$ cat config.mk
export PLATFORM = sky130hd
export DESIGN_NAME = mqtt_packet_deframer_core
export DESIGN_NICKNAME = d
export VERILOG_FILES = /design/src/rtl/core/mpd_pkg.sv /design/src/rtl/core/mpd_apb_regs.sv /design/src/rtl/core/mpd_parser.sv /design/src/rtl/core/mqtt_packet_deframer_core.sv
export SDC_FILE = /design/constraint.sdc
export NUM_CORES = 1
export LEC_CHECK = 0
export BUFFER_PORTS_ARGS = -buffer_cell sky130_fd_sc_hd__buf_2
export CORE_AREA = 5 5 190 192
export DETAILED_ROUTE_END_ITERATION = 8
export DIE_AREA = 0 0 195 197
export PLACE_DENSITY = 0.63
export SLEW_MARGIN = 20
export SYNTH_ARGS = -nofsm -noshare
export SYNTH_HDL_FRONTEND = slang
export SYNTH_HIERARCHICAL = 1
export SYNTH_SLANG_ARGS = --single-unit
$ cat constraint.sdc
create_clock -name clk_i -period 26.3 [get_ports clk_i]
set_input_delay 1.315 -clock clk_i [delete_from_list [all_inputs] [get_ports clk_i]]
set_output_delay 1.315 -clock clk_i [all_outputs]
set_load 0.05 [all_outputs]
$ cat src/rtl/core/mpd_pkg.sv
// Shared types and constants for the MQTT packet deframer.
package mpd_pkg;

  localparam int unsigned APB_ADDR_W = 3;
  localparam int unsigned APB_DATA_W = 32;
  localparam int unsigned MAX_PKT_W  = 16;
  localparam logic [MAX_PKT_W-1:0] MAX_PKT_RESET = 16'd128;

  typedef enum logic [2:0] {
    PH_HEADER  = 3'd0,
    PH_LENGTH  = 3'd1,
    PH_TLEN_HI = 3'd2,
    PH_TLEN_LO = 3'd3,
    PH_TOPIC   = 3'd4,
    PH_MID_HI  = 3'd5,
    PH_MID_LO  = 3'd6,
    PH_BODY    = 3'd7
  } phase_e;

  localparam logic [2:0] REGION_HEADER = 3'd0;
  localparam logic [2:0] REGION_LENGTH = 3'd1;
  localparam logic [2:0] REGION_TLEN   = 3'd2;
  localparam logic [2:0] REGION_TOPIC  = 3'd3;
  localparam logic [2:0] REGION_MID    = 3'd4;
  localparam logic [2:0] REGION_PAYLD  = 3'd5;
  localparam logic [2:0] REGION_OTHER  = 3'd6;
  localparam logic [2:0] REGION_NONE   = 3'd7;

  localparam logic [1:0] STATUS_OK      = 2'd0;
  localparam logic [1:0] STATUS_LONG    = 2'd1;
  localparam logic [1:0] STATUS_BAD     = 2'd2;
  localparam logic [1:0] STATUS_ABORTED = 2'd3;

  localparam logic [1:0] REPLY_NONE      = 2'd0;
  localparam logic [1:0] REPLY_PUBACK    = 2'd1;
  localparam logic [1:0] REPLY_PINGRESP  = 2'd2;
  localparam logic [1:0] REPLY_PINGCLEAR = 2'd3;

  localparam logic [3:0] KIND_PUBLISH  = 4'd3;
  localparam logic [3:0] KIND_PINGREQ  = 4'd12;
  localparam logic [3:0] KIND_PINGRESP = 4'd13;

  localparam logic [1:0] QOS_INVALID = 2'd3;

  localparam int unsigned ERR_LONG_BIT = 0;
  localparam int unsigned ERR_BAD_BIT  = 1;

  typedef struct packed {
    logic [7:0]  data_byte;
    logic [2:0]  region;
    logic [3:0]  packet_kind;
    logic [2:0]  length_field_bytes;
    logic [27:0] remaining_length;
    logic [15:0] topic_length;
    logic [15:0] message_id;
    logic        packet_end;
    logic [1:0]  status;
    logic [1:0]  reply_action;
  } result_t;

endpackage

$ cat src/rtl/core/mpd_apb_regs.sv
// APB configuration register: maximum packet size.
module mpd_apb_regs (
  input  logic                                clk_i,
  input  logic                                rst_ni,
  input  logic                                psel,
  input  logic                                penable,
  input  logic                                pwrite,
  input  logic [mpd_pkg::APB_ADDR_W-1:0]      paddr,
  input  logic [mpd_pkg::APB_DATA_W-1:0]      pwdata,
  output logic [mpd_pkg::APB_DATA_W-1:0]      prdata,
  output logic                                pready,
  output logic [mpd_pkg::MAX_PKT_W-1:0]       max_pkt_o
);

  logic [mpd_pkg::MAX_PKT_W-1:0] max_pkt_q;
  logic                          sel_max;
  logic                          wr_en;

  // word index 0 is the only register
  assign sel_max = (paddr[2] == 1'b0);
  assign wr_en   = psel && penable && pwrite && sel_max;
  assign pready  = 1'b1;

  always_ff @(posedge clk_i or negedge rst_ni) begin
    if (!rst_ni) begin
      max_pkt_q <= mpd_pkg::MAX_PKT_RESET;
    end else if (wr_en) begin
      max_pkt_q <= pwdata[mpd_pkg::MAX_PKT_W-1:0];
    end
  end

  always_comb begin
    prdata = '0;
    if (sel_max) begin
      prdata[mpd_pkg::MAX_PKT_W-1:0] = max_pkt_q;
    end
  end

  assign max_pkt_o = max_pkt_q;

endmodule

$ cat src/rtl/core/mpd_parser.sv
// Parser state and per-byte tagging logic.
module mpd_parser (
  input  logic                          clk_i,
  input  logic                          rst_ni,
  input  logic                          proc_i,
  input  logic [7:0]                    byte_i,
  input  logic                          abort_i,
  input  logic [mpd_pkg::MAX_PKT_W-1:0] max_pkt_i,
  output mpd_pkg::result_t              res_o
);

  mpd_pkg::phase_e phase_q, phase_d;
  logic [3:0]  kind_q,  kind_d;
  logic [1:0]  qos_q,   qos_d;
  logic [27:0] accum_q, accum_d;
  logic [2:0]  cnt_q,   cnt_d;
  logic [27:0] left_q,  left_d;
  logic [15:0] tlen_q,  tlen_d;
  logic [15:0] tleft_q, tleft_d;
  logic [15:0] mid_q,   mid_d;
  logic [1:0]  err_q,   err_d;

  logic [27:0] add_val;
  logic [28:0] whole;
  logic        is_pub;
  logic        has_mid;
  logic        pkt_end;
  logic        bad;
  logic [2:0]  region;
  logic [1:0]  status;
  logic [1:0]  reply;

  assign is_pub  = (kind_q == mpd_pkg::KIND_PUBLISH);
  assign has_mid = (qos_q == 2'd1) || (qos_q == 2'd2);

  always_comb begin
    case (cnt_q[1:0])
      2'd0:    add_val = {21'd0, byte_i[6:0]};
      2'd1:    add_val = {14'd0, byte_i[6:0], 7'd0};
      2'd2:    add_val = {7'd0, byte_i[6:0], 14'd0};
      default: add_val = {byte_i[6:0], 21'd0};
    endcase
  end

  always_comb begin
    phase_d = phase_q;
    kind_d  = kind_q;
    qos_d   = qos_q;
    accum_d = accum_q;
    cnt_d   = cnt_q;
    left_d  = left_q;
    tlen_d  = tlen_q;
    tleft_d = tleft_q;
    mid_d   = mid_q;
    err_d   = err_q;
    region  = mpd_pkg::REGION_NONE;
    pkt_end = 1'b0;
    status  = mpd_pkg::STATUS_OK;
    reply   = mpd_pkg::REPLY_NONE;
    bad     = 1'b0;
    whole   = '0;

    case (phase_q)
      mpd_pkg::PH_HEADER: begin
        kind_d  = byte_i[7:4];
        qos_d   = byte_i[2:1];
        accum_d = '0;
        cnt_d   = '0;
        left_d  = '0;
        tlen_d  = '0;
        tleft_d = '0;
        mid_d   = '0;
        err_d   = '0;
        phase_d = mpd_pkg::PH_LENGTH;
        region  = mpd_pkg::REGION_HEADER;
      end
      mpd_pkg::PH_LENGTH: begin
        region = mpd_pkg::REGION_LENGTH;
        if (!cnt_q[2]) begin
          accum_d = accum_q + add_val;
        end
        cnt_d = cnt_q + 3'd1;
        if (byte_i[7]) begin
          if (cnt_d >= 3'd4) begin
            err_d[mpd_pkg::ERR_BAD_BIT] = 1'b1;
            pkt_end = 1'b1;
          end
        end else begin
          // header byte plus length bytes plus body
          whole = {1'b0, accum_d} + {26'd0, cnt_d} + 29'd1;
          if (whole > {13'd0, max_pkt_i}) begin
            err_d[mpd_pkg::ERR_LONG_BIT] = 1'b1;
          end
          left_d  = accum_d;
          phase_d = is_pub ? mpd_pkg::PH_TLEN_HI : mpd_pkg::PH_BODY;
          if (accum_d == '0) begin
            pkt_end = 1'b1;
          end
        end
      end
      default: begin
        if (left_q != '0) begin
          left_d = left_q - 28'd1;
        end
        case (phase_q)
          mpd_pkg::PH_TLEN_HI: begin
            region  = mpd_pkg::REGION_TLEN;
            tlen_d  = {byte_i, 8'd0};
            phase_d = mpd_pkg::PH_TLEN_LO;
          end
          mpd_pkg::PH_TLEN_LO: begin
            region  = mpd_pkg::REGION_TLEN;
            tlen_d  = {tlen_q[15:8], byte_i};
            tleft_d = tlen_d;
            if (tlen_d != '0) begin
              phase_d = mpd_pkg::PH_TOPIC;
            end else begin
              phase_d = has_mid ? mpd_pkg::PH_MID_HI : mpd_pkg::PH_BODY;
            end
          end
          mpd_pkg::PH_TOPIC: begin
            region = mpd_pkg::REGION_TOPIC;
            if (tleft_q != '0) begin
              tleft_d = tleft_q - 16'd1;
            end
            if (tleft_d == '0) begin
              phase_d = has_mid ? mpd_pkg::PH_MID_HI : mpd_pkg::PH_BODY;
            end
          end
          mpd_pkg::PH_MID_HI: begin
            region  = mpd_pkg::REGION_MID;
            mid_d   = {byte_i, 8'd0};
            phase_d = mpd_pkg::PH_MID_LO;
          end
          mpd_pkg::PH_MID_LO: begin
            region  = mpd_pkg::REGION_MID;
            mid_d   = {mid_q[15:8], byte_i};
            phase_d = mpd_pkg::PH_BODY;
          end
          default: begin
            region = is_pub ? mpd_pkg::REGION_PAYLD : mpd_pkg::REGION_OTHER;
          end
        endcase
        if (left_d == '0) begin
          pkt_end = 1'b1;
        end
      end
    endcase

    // end of packet: status and reply
    if (pkt_end) begin
      bad = err_d[mpd_pkg::ERR_BAD_BIT]
          || (is_pub && (phase_d != mpd_pkg::PH_BODY))
          || (is_pub && (qos_q == mpd_pkg::QOS_INVALID));
      err_d[mpd_pkg::ERR_BAD_BIT] = bad;
      if (bad) begin
        status = mpd_pkg::STATUS_BAD;
      end else if (err_d[mpd_pkg::ERR_LONG_BIT]) begin
        status = mpd_pkg::STATUS_LONG;
      end else if (is_pub && (qos_q == 2'd1)) begin
        reply = mpd_pkg::REPLY_PUBACK;
      end else if (kind_q == mpd_pkg::KIND_PINGREQ) begin
        reply = mpd_pkg::REPLY_PINGRESP;
      end else if (kind_q == mpd_pkg::KIND_PINGRESP) begin
        reply = mpd_pkg::REPLY_PINGCLEAR;
      end
      phase_d = mpd_pkg::PH_HEADER;
    end

    if (abort_i) begin
      res_o.data_byte          = '0;
      res_o.region             = mpd_pkg::REGION_NONE;
      res_o.packet_kind        = kind_q;
      res_o.length_field_bytes = cnt_q;
      res_o.remaining_length   = accum_q;
      res_o.topic_length       = tlen_q;
      res_o.message_id         = mid_q;
      res_o.packet_end         = 1'b1;
      res_o.status             = mpd_pkg::STATUS_ABORTED;
      res_o.reply_action       = mpd_pkg::REPLY_NONE;
      phase_d = mpd_pkg::PH_HEADER;
      kind_d  = '0;
      qos_d   = '0;
      accum_d = '0;
      cnt_d   = '0;
      left_d  = '0;
      tlen_d  = '0;
      tleft_d = '0;
      mid_d   = '0;
      err_d   = '0;
    end else begin
      res_o.data_byte          = byte_i;
      res_o.region             = region;
      res_o.packet_kind        = kind_d;
      res_o.length_field_bytes = cnt_d;
      res_o.remaining_length   = accum_d;
      res_o.topic_length       = tlen_d;
      res_o.message_id         = mid_d;
      res_o.packet_end         = pkt_end;
      res_o.status             = status;
      res_o.reply_action       = reply;
    end
  end

  always_ff @(posedge clk_i or negedge rst_ni) begin
    if (!rst_ni) begin
      phase_q <= mpd_pkg::PH_HEADER;
      kind_q  <= '0;
      qos_q   <= '0;
      accum_q <= '0;
      cnt_q   <= '0;
      left_q  <= '0;
      tlen_q  <= '0;
      tleft_q <= '0;
      mid_q   <= '0;
      err_q   <= '0;
    end else if (proc_i) begin
      phase_q <= phase_d;
      kind_q  <= kind_d;
      qos_q   <= qos_d;
      accum_q <= accum_d;
      cnt_q   <= cnt_d;
      left_q  <= left_d;
      tlen_q  <= tlen_d;
      tleft_q <= tleft_d;
      mid_q   <= mid_d;
      err_q   <= err_d;
    end
  end

endmodule

$ cat src/rtl/core/mqtt_packet_deframer_core.sv
// Top level of the MQTT packet deframer: input register, parser, result register.
// Takes one received byte per clock unless stalled and returns one tagged result
// per byte, in order. A byte is registered in the input register on acceptance,
// then parsed and its result written to the output register once the output is
// not stalled; sustained rate is one byte per cycle while the output does not
// stall. The max_packet_bytes register sits at byte address 0 of the APB port
// and should be written only while no byte is in flight.
module mqtt_packet_deframer_core (
  input  logic                           clk_i,
  input  logic                           rst_ni,
  input  logic                           in_valid_i,
  output logic                           in_stall_o,
  input  logic [7:0]                     rx_byte_i,
  input  logic                           abort_i,
  output logic                           out_valid_o,
  input  logic                           out_stall_i,
  output logic [7:0]                     data_byte_o,
  output logic [2:0]                     region_o,
  output logic [3:0]                     packet_kind_o,
  output logic [2:0]                     length_field_bytes_o,
  output logic [27:0]                    remaining_length_o,
  output logic [15:0]                    topic_length_o,
  output logic [15:0]                    message_id_o,
  output logic                           packet_end_o,
  output logic [1:0]                     status_o,
  output logic [1:0]                     reply_action_o,
  input  logic                           psel,
  input  logic                           penable,
  input  logic                           pwrite,
  input  logic [mpd_pkg::APB_ADDR_W-1:0] paddr,
  input  logic [mpd_pkg::APB_DATA_W-1:0] pwdata,
  output logic [mpd_pkg::APB_DATA_W-1:0] prdata,
  output logic                           pready
);

  logic                          in_vld_q;
  logic [7:0]                    in_byte_q;
  logic                          in_abort_q;
  logic                          out_vld_q;
  mpd_pkg::result_t              res;
  mpd_pkg::result_t              out_q;
  logic                          adv;
  logic [mpd_pkg::MAX_PKT_W-1:0] max_pkt;

  mpd_apb_regs u_regs (
    .clk_i     (clk_i),
    .rst_ni    (rst_ni),
    .psel      (psel),
    .penable   (penable),
    .pwrite    (pwrite),
    .paddr     (paddr),
    .pwdata    (pwdata),
    .prdata    (prdata),
    .pready    (pready),
    .max_pkt_o (max_pkt)
  );

  mpd_parser u_parser (
    .clk_i     (clk_i),
    .rst_ni    (rst_ni),
    .proc_i    (adv),
    .byte_i    (in_byte_q),
    .abort_i   (in_abort_q),
    .max_pkt_i (max_pkt),
    .res_o     (res)
  );

  assign adv        = in_vld_q && (!out_vld_q || !out_stall_i);
  assign in_stall_o = in_vld_q && !adv;

  always_ff @(posedge clk_i or negedge rst_ni) begin
    if (!rst_ni) begin
      in_vld_q  <= 1'b0;
      out_vld_q <= 1'b0;
    end else begin
      if (!in_stall_o) begin
        in_vld_q <= in_valid_i;
      end
      if (adv) begin
        out_vld_q <= 1'b1;
      end else if (!out_stall_i) begin
        out_vld_q <= 1'b0;
      end
    end
  end

  always_ff @(posedge clk_i) begin
    if (in_valid_i && !in_stall_o) begin
      in_byte_q  <= rx_byte_i;
      in_abort_q <= abort_i;
    end
    if (adv) begin
      out_q <= res;
    end
  end

  assign out_valid_o          = out_vld_q;
  assign data_byte_o          = out_q.data_byte;
  assign region_o             = out_q.region;
  assign packet_kind_o        = out_q.packet_kind;
  assign length_field_bytes_o = out_q.length_field_bytes;
  assign remaining_length_o   = out_q.remaining_length;
  assign topic_length_o       = out_q.topic_length;
  assign message_id_o         = out_q.message_id;
  assign packet_end_o         = out_q.packet_end;
  assign status_o             = out_q.status;
  assign reply_action_o       = out_q.reply_action;

endmodule
After elaboration in Yosys (flattened, before gate mapping). Cells that the tools add are included.

Flip-flop bits (word level): 228. Input bits: 51. Logic and storage cells: 154. Output and inout port bits: 118.

Reduce and logical (&&, ||, !) cells: 35. Equal/unequal tests: 18. Bitwise gates (word level): 2. Muxes and demuxes: 65. $add $sub $neg: 6. $lt $le $gt $ge: 2.

Operator list (number): $mux 28 (7); $pmux 16 s2 (6); $mux 16 (7); $pmux 28 s2 (2); $pmux 28 s3 (1); $mux 72 (1); $logic_not 28->1 (2); $reduce_bool 16->1 (2); $add 28x3->29 (1); $add 29x1->29 const B (1); $gt 29x16->1 (1); $add 28x28->28 (1); $reduce_bool 28->1 (1); $sub 28x1->28 const B (1); $mux 2 (13); $mux 3 (7); $pmux 3 s2 (3); $logic_not 16->1 (1); $sub 16x1->16 const B (1); $pmux 3 s5 (1); $mux 1 (12); $eq 3x3->1 const B (3); $logic_and 1x1->1 (9); $pmux 3 s3 (1); 26 further kinds (43).

Logic depth before layout (Yosys ltp).
Depth after elaboration: 16. Mapped depth: 28. Depth with buffers taken out: 28.

Modules after synthesis. The synthesis kept the hierarchy.

By module, submodules not included: mpd_parser (cells an instance 1550, seq. area each 2952.8 sq um, instances 1, area each 11368.4 sq um); mqtt_packet_deframer_core (cells an instance 100, seq. area each 2812.7 sq um, instances 1, area each 2855.2 sq um); mpd_apb_regs (cells an instance 70, seq. area each 401.6 sq um, instances 1, area each 900.9 sq um).

Worst setup path before layout. OpenSTA, ideal clock, no wires.

Path type: in2reg. Start point: input out_stall_i. End point: register u_parser.left_q[15]. Required time: 26217 ps. Arrival time: 9545 ps. Slack: 16672 ps. Path buffers: 1. Cell stages on the path: 8. Setup time: 83 ps. Cell sequence: a21boi_0 > o21ai_0 > nor2_1 > clkbuf_1 > nand2_1 > a31oi_1 > o21ai_0 > o21ai_0.

Longest elaborated chain between the ends: 4.

RTL lines: from (decl) (RTL line mqtt_packet_deframer_core.sv:16) `input logic out_stall_i,`; $logic_not 1->1; $logic_or 1x1->1 (RTL line mqtt_packet_deframer_core.sv:68) `assign adv = in_vld_q && (!out_vld_q || !out_stall_i);`; $logic_and 1x1->1 (RTL line mqtt_packet_deframer_core.sv:68); $reduce_and 2->1 (no source line); to (signal assigned) (RTL line mpd_parser.sv:223) `left_q <= left_d;`; to (decl) (RTL line mpd_parser.sv:17) `logic [27:0] left_q, left_d;`.

Every way passes these cells. A chain may end at the register's enable or synchronous reset.

Worst setup path after layout.
Start point: register u_parser.cnt_q[0]. End point: register out_q (netlist bit reply_action_o[1]), data pin.

Longest elaborated chain between the ends: 12. Elaborated cells on any way between the ends: 26. Those cells by class: add/sub: 4; order compare: 2; eq/ne: 2; mux: 12; bitwise: 1; reduce/logical: 5.

RTL lines: from (decl) (RTL line mpd_parser.sv:16) `logic [2:0] cnt_q, cnt_d;`; from (signal assigned) (RTL line mpd_parser.sv:222) `cnt_q <= cnt_d;`; $eq 2x2->1 (tied with other cells) (RTL line mpd_parser.sv:37) `case (cnt_q[1:0])`; $pmux 28 s3 (RTL line mpd_parser.sv:37); $add 28x28->28 (RTL line mpd_parser.sv:80) `accum_d = accum_q + add_val;`; $mux 28 (RTL line mpd_parser.sv:79) `if (!cnt_q[2]) begin`; $mux 28 (RTL line mpd_parser.sv:63) `case (phase_q)`; $add 28x3->29 (RTL line mpd_parser.sv:90) `whole = {1'b0, accum_d} + {26'd0, cnt_d} + 29'd1;`; $add 29x1->29 (RTL line mpd_parser.sv:90); $gt 29x16->1 (RTL line mpd_parser.sv:91) `if (whole > {13'd0, max_pkt_i}) begin`; $mux 1 (RTL line mpd_parser.sv:91); $mux 1 (RTL line mpd_parser.sv:83) `if (byte_i[7]) begin`; $pmux 2 s2 (RTL line mpd_parser.sv:63); $reduce_or 5->1 (no source line) (*); to (signal assigned) (RTL line mqtt_packet_deframer_core.sv:93) `out_q <= res;`; to (decl) (RTL line mqtt_packet_deframer_core.sv:41) `mpd_pkg::result_t out_q;`.

Mark *: on every way between the ends. The rest lies on a longest branch, timed or not. The select of a mux whose other input is x is not followed.

==> metrics.md <==
| Metric | Value |
|---|---|
| Outcome | `finished, final reports clean` |
| Drc violations | `0` |
| Routed Antenna Nets | `0` |
| Core area | `34,200 um^2` |
| # rows | `68` |
| CTS tree | `built` |
| Sequential Power Share | `27.3%` |
| Avg WL per Cell | `20.8 um` |
| Sw Pwr | `0.00106 W` |
| Syn Area/Cell | `8.79 um^2` |
| Final hold violation count | `0` |
| Maximum VDD drop | `0.0587 mV` |
| Post-DR vias/cell | `6.03` |
| Cts repair resizes | `0` |
| TNS Setup | `0 ps` |
| Area growth syn-to-layout | `12.7%` |
| HPWL after DPL | `33,200 um` |
| Worst hold path depth | `2` |
| Min-delay worst type | `reg -> reg` |
| Slew headroom | `24.4%` |
| Overall power | `0.00217 W` |
| Max frequency | `0.135 GHz` |
| Post-synth EDFFs | `92` |
| Final Skew | `8.49 ps` |
| CP Capture Type | `flip-flop` |
| Final wirelength | `47,400 um` |
| Clock network power share | `17.9%` |
| Mapped Cells | `1,720` |
| Filler cells | `3,302` |
| Global routing met2 resource utilization | `36.2%` |
| Synth Warn # | `6` |
| Worst path required time | `26,600 ps` |
| Worst EP arrival | `7690 ps` |
| Leak | `7.11 nW` |
| Synth async-reset ratio | `59.6%` |
| P_int | `0.00111 W` |
| Post-synth top flop | `dfrtp_1` |
| Worst Reg-to-Reg Cells | `23` |
| Pin count of the biggest net entering global routing | `150` |
| Routability Congestion | `0.938` |
| DR pass1 iterations | `5` |
| H-tree depth | `1` |
| Switching Fraction | `48.8%` |
| Clock Sink Count | `228` |
| GR peak layer | `met2` |
| Crit path time final | `7390 ps` |
| CTS root buf | `clkbuf_16` |
| CTS buffer count | `26` |
| Post-CTS Setup Repair Bufs | `0` |
| Overall global routing resource usage | `23.7%` |
| Vias in the first global route | `12,900` |
| PwrDens | `127 nW/um^2` |
| FF+latch count, synth | `228` |
| Die Span X | `195 um` |
| Clk buf depth | `3` |
| Die area | `38,400 um^2` |
| Met3 usage | `4.48%` |
| Antenna diode count | `0` |
| Clk Latency, worst-skew pair | `540 ps` |
| Synth unique cells | `103` |
| Startpoint types | `flip-flop` |
| Final period utilization | `28.1%` |
| Max Cap Viol | `0` |
| Max-slew violations | `0` |
| Buffers added on ports | `133` |
| Endpoints failing setup | `0` |
| Clk slew on worst S/H paths | `60 ps` |
| Initial Util | `44.2%` |
| RSZ-0062 raised after global routing | `no` |
| Least-Margin Pin Slew | `1130 ps` |
| Share of cells above drive strength 1 | `14.8%` |
| Comb pwr share | `54.8%` |
| Iteration-0 DRC Markers | `1,529` |
| Die H | `197 um` |
| Fin nets | `1,913` |
| Max FO, Critical Path | `13` |
| Antenna violations before repair | `0` |
| Critical path class | `reg -> reg` |
| Vias | `13,800` |
| Cts hold-fix bufs | `0` |
| Synthesized area | `15,100 um^2` |
| Grt met1 use | `34.5%` |
| First-pass GRT wire length | `73,800 um` |
| Grt total ovfl | `0` |
| Seq/Total Area, Yosys | `40.8%` |
| I/O pins | `169` |
[synth_stat cells, types with 7 or more instances]
cell	n	area share, %
o211ai_1	11	0.55
or2_2	7	0.29
a22o_1	27	1.6
mux2i_1	17	1.1
o21ai_1	11	0.36
ha_1	54	4.5
nand4_1	21	0.87
nor3b_1	7	0.35
xor2_1	16	0.93
edfxtp_1	92	18
xnor2_1	14	0.81
nor2_1	144	3.6
nor4_1	20	0.83
dfrtp_1	135	22
nand2_1	212	5.3
o21ai_0	177	5.9
nand3_1	30	0.99
o31ai_1	11	0.55
and2_1	34	1.4
a21oi_1	123	4.1
a211oi_1	14	0.69
a22oi_1	9	0.45
mux2_4	10	0.99
buf_2	16	0.53
or3_1	14	0.58
a21o_1	13	0.65
and3_1	11	0.46
clkbuf_1	77	1.9
mux2_2	9	0.67
o22ai_1	12	0.50
nand2b_1	10	0.41
nor3_1	34	1.1
inv_1	73	1.8
or4_1	8	0.40
a31oi_1	26	1.1
o21a_1	15	0.74
buf_4	17	0.84
nor4b_1	8	0.46
o22a_1	15	0.87
nor2b_1	24	0.99
[cell type report]
| cell class | count | area, um^2 | area share, % |
|---|---|---|---|
| clock inverters | 15 | 216 | 1.27 |
| flip-flops and latches | 228 | 6170 | 36.2 |
| clock buffers | 33 | 707 | 4.15 |
| repair buffers | 158 | 872 | 5.12 |
| well taps | 455 | 569 | 3.34 |
| inverters | 75 | 282 | 1.65 |
| multi-input cells | 1317 | 8230 | 48.3 |
[per-layer routing]
metal	vias up	part of all wire (%)
li1	6472	-
met1	6596	44
met2	605	44
met3	80	9.2
met4	0	3.0
met5	-	0
[power groups by stage]
stage	Clock [W]	Sequential, W	Combinational [W]
6_report	0.000388	0.000592	0.00119
3_5_place_dp	0	0.000595	0.00116
4_1_cts	0.000396	0.000589	0.00117
2_1_floorplan	0	0.000634	0.000801
5_1_grt	0.000411	0.000605	0.00130
3_3_place_gp	0	0.000591	0.00114
[cells by family (layout without fill, tap and decap cells)]
group	Yosys count	count (layout)	share of synthesized area, %
simple gates	626	626	20.9
compound gates	552	552	23.7
flops	228	228	40.8
buf+inv	190	281	5.33
fa+ha+maj	56	56	4.73
mux	36	36	2.79
xor+xnor	30	30	1.74
other cells	2	17	0.0497
[critical path: stages, from the launching register on]
cell	delay, ps
dfrtp_1	520
ha_1	620
nor2b_1	270
and2_1	230
ha_1	440
nand4_2	220
o221a_2	420
o21ai_1	230
nor3_1	70
nor3_1	370
a32oi_1	250
or3_4	510
xnor2_1	370
ha_1	340
and4_1	210
o221ai_1	80
a31oi_1	60
a2111oi_0	490
a41oi_1	230
nor3_1	260
nand4_1	160
nor4_2	250
a21oi_1	150
nor4_1	380
[final timing paths]
check | from | end | slack, ps
max | u_parser/cnt_q[0] | reply_action_o[1] | 18910
min in group asynchronous | rst_ni | u_parser/tlen_q[0] | 800
min reg2reg | u_parser/mid_q[6] | u_parser/mid_q[6] | 480
max in group asynchronous | rst_ni | u_parser/cnt_q[2] | 23990
min | u_parser/mid_q[6] | u_parser/mid_q[6] | 480
max reg2reg | u_parser/cnt_q[0] | reply_action_o[1] | 18910
[registers in the layout (all words and copies together) (netlist names), 3 cells and up]
signal and cells:
data_byte_o 8, in_byte_q 8, length_field_bytes_o 3, message_id_o 16, packet_kind_o 4, region_o 3, remaining_length_o 28, topic_length_o 16
u_parser/accum_q 28, u_parser/cnt_q 3, u_parser/kind_q 4, u_parser/left_q 28, u_parser/mid_q 16, u_parser/phase_q 3, u_parser/tleft_q 16, u_parser/tlen_q 16
u_regs/max_pkt_o 16
[metrics by stage]
step	util, %	cell area (um^2)	cells	setup WS, ps	hold slack (ps)
global placement	47.1	16100	2233	19340	462
global route	49.8	17000	2281	18630	498
finish	49.8	17000	2281	18910	478
floorplan	-	15200	1735	16670	451
detailed placement	47.1	16100	2233	19220	471
CTS	49.8	17000	2281	19160	484
[placed cells by master (no fill, tap or decap), types with 10 or more instances in the layout]
cell	count
a21oi_1	123
nand2b_1	10
nand4_1	21
a22o_1	27
nand3_1	30
mux2_4	10
edfxtp_1	92
xor2_1	16
nand2_1	212
nor4_1	20
o22a_1	15
a31oi_1	26
and2_1	35
buf_4	24
and3_1	11
o21a_1	15
nor2_1	143
dfrtp_1	134
o31ai_1	10
a211oi_1	14
nor2b_1	24
nor3_1	34
clkbuf_16	26
o21ai_1	11
o21ai_0	176
or3_1	14
a21o_1	13
mux2i_1	17
ha_1	54
xnor2_1	14
o22ai_1	12
buf_2	132
o211ai_1	11
inv_1	73
conb_1	17
Power figures use the tool's default switching activity.
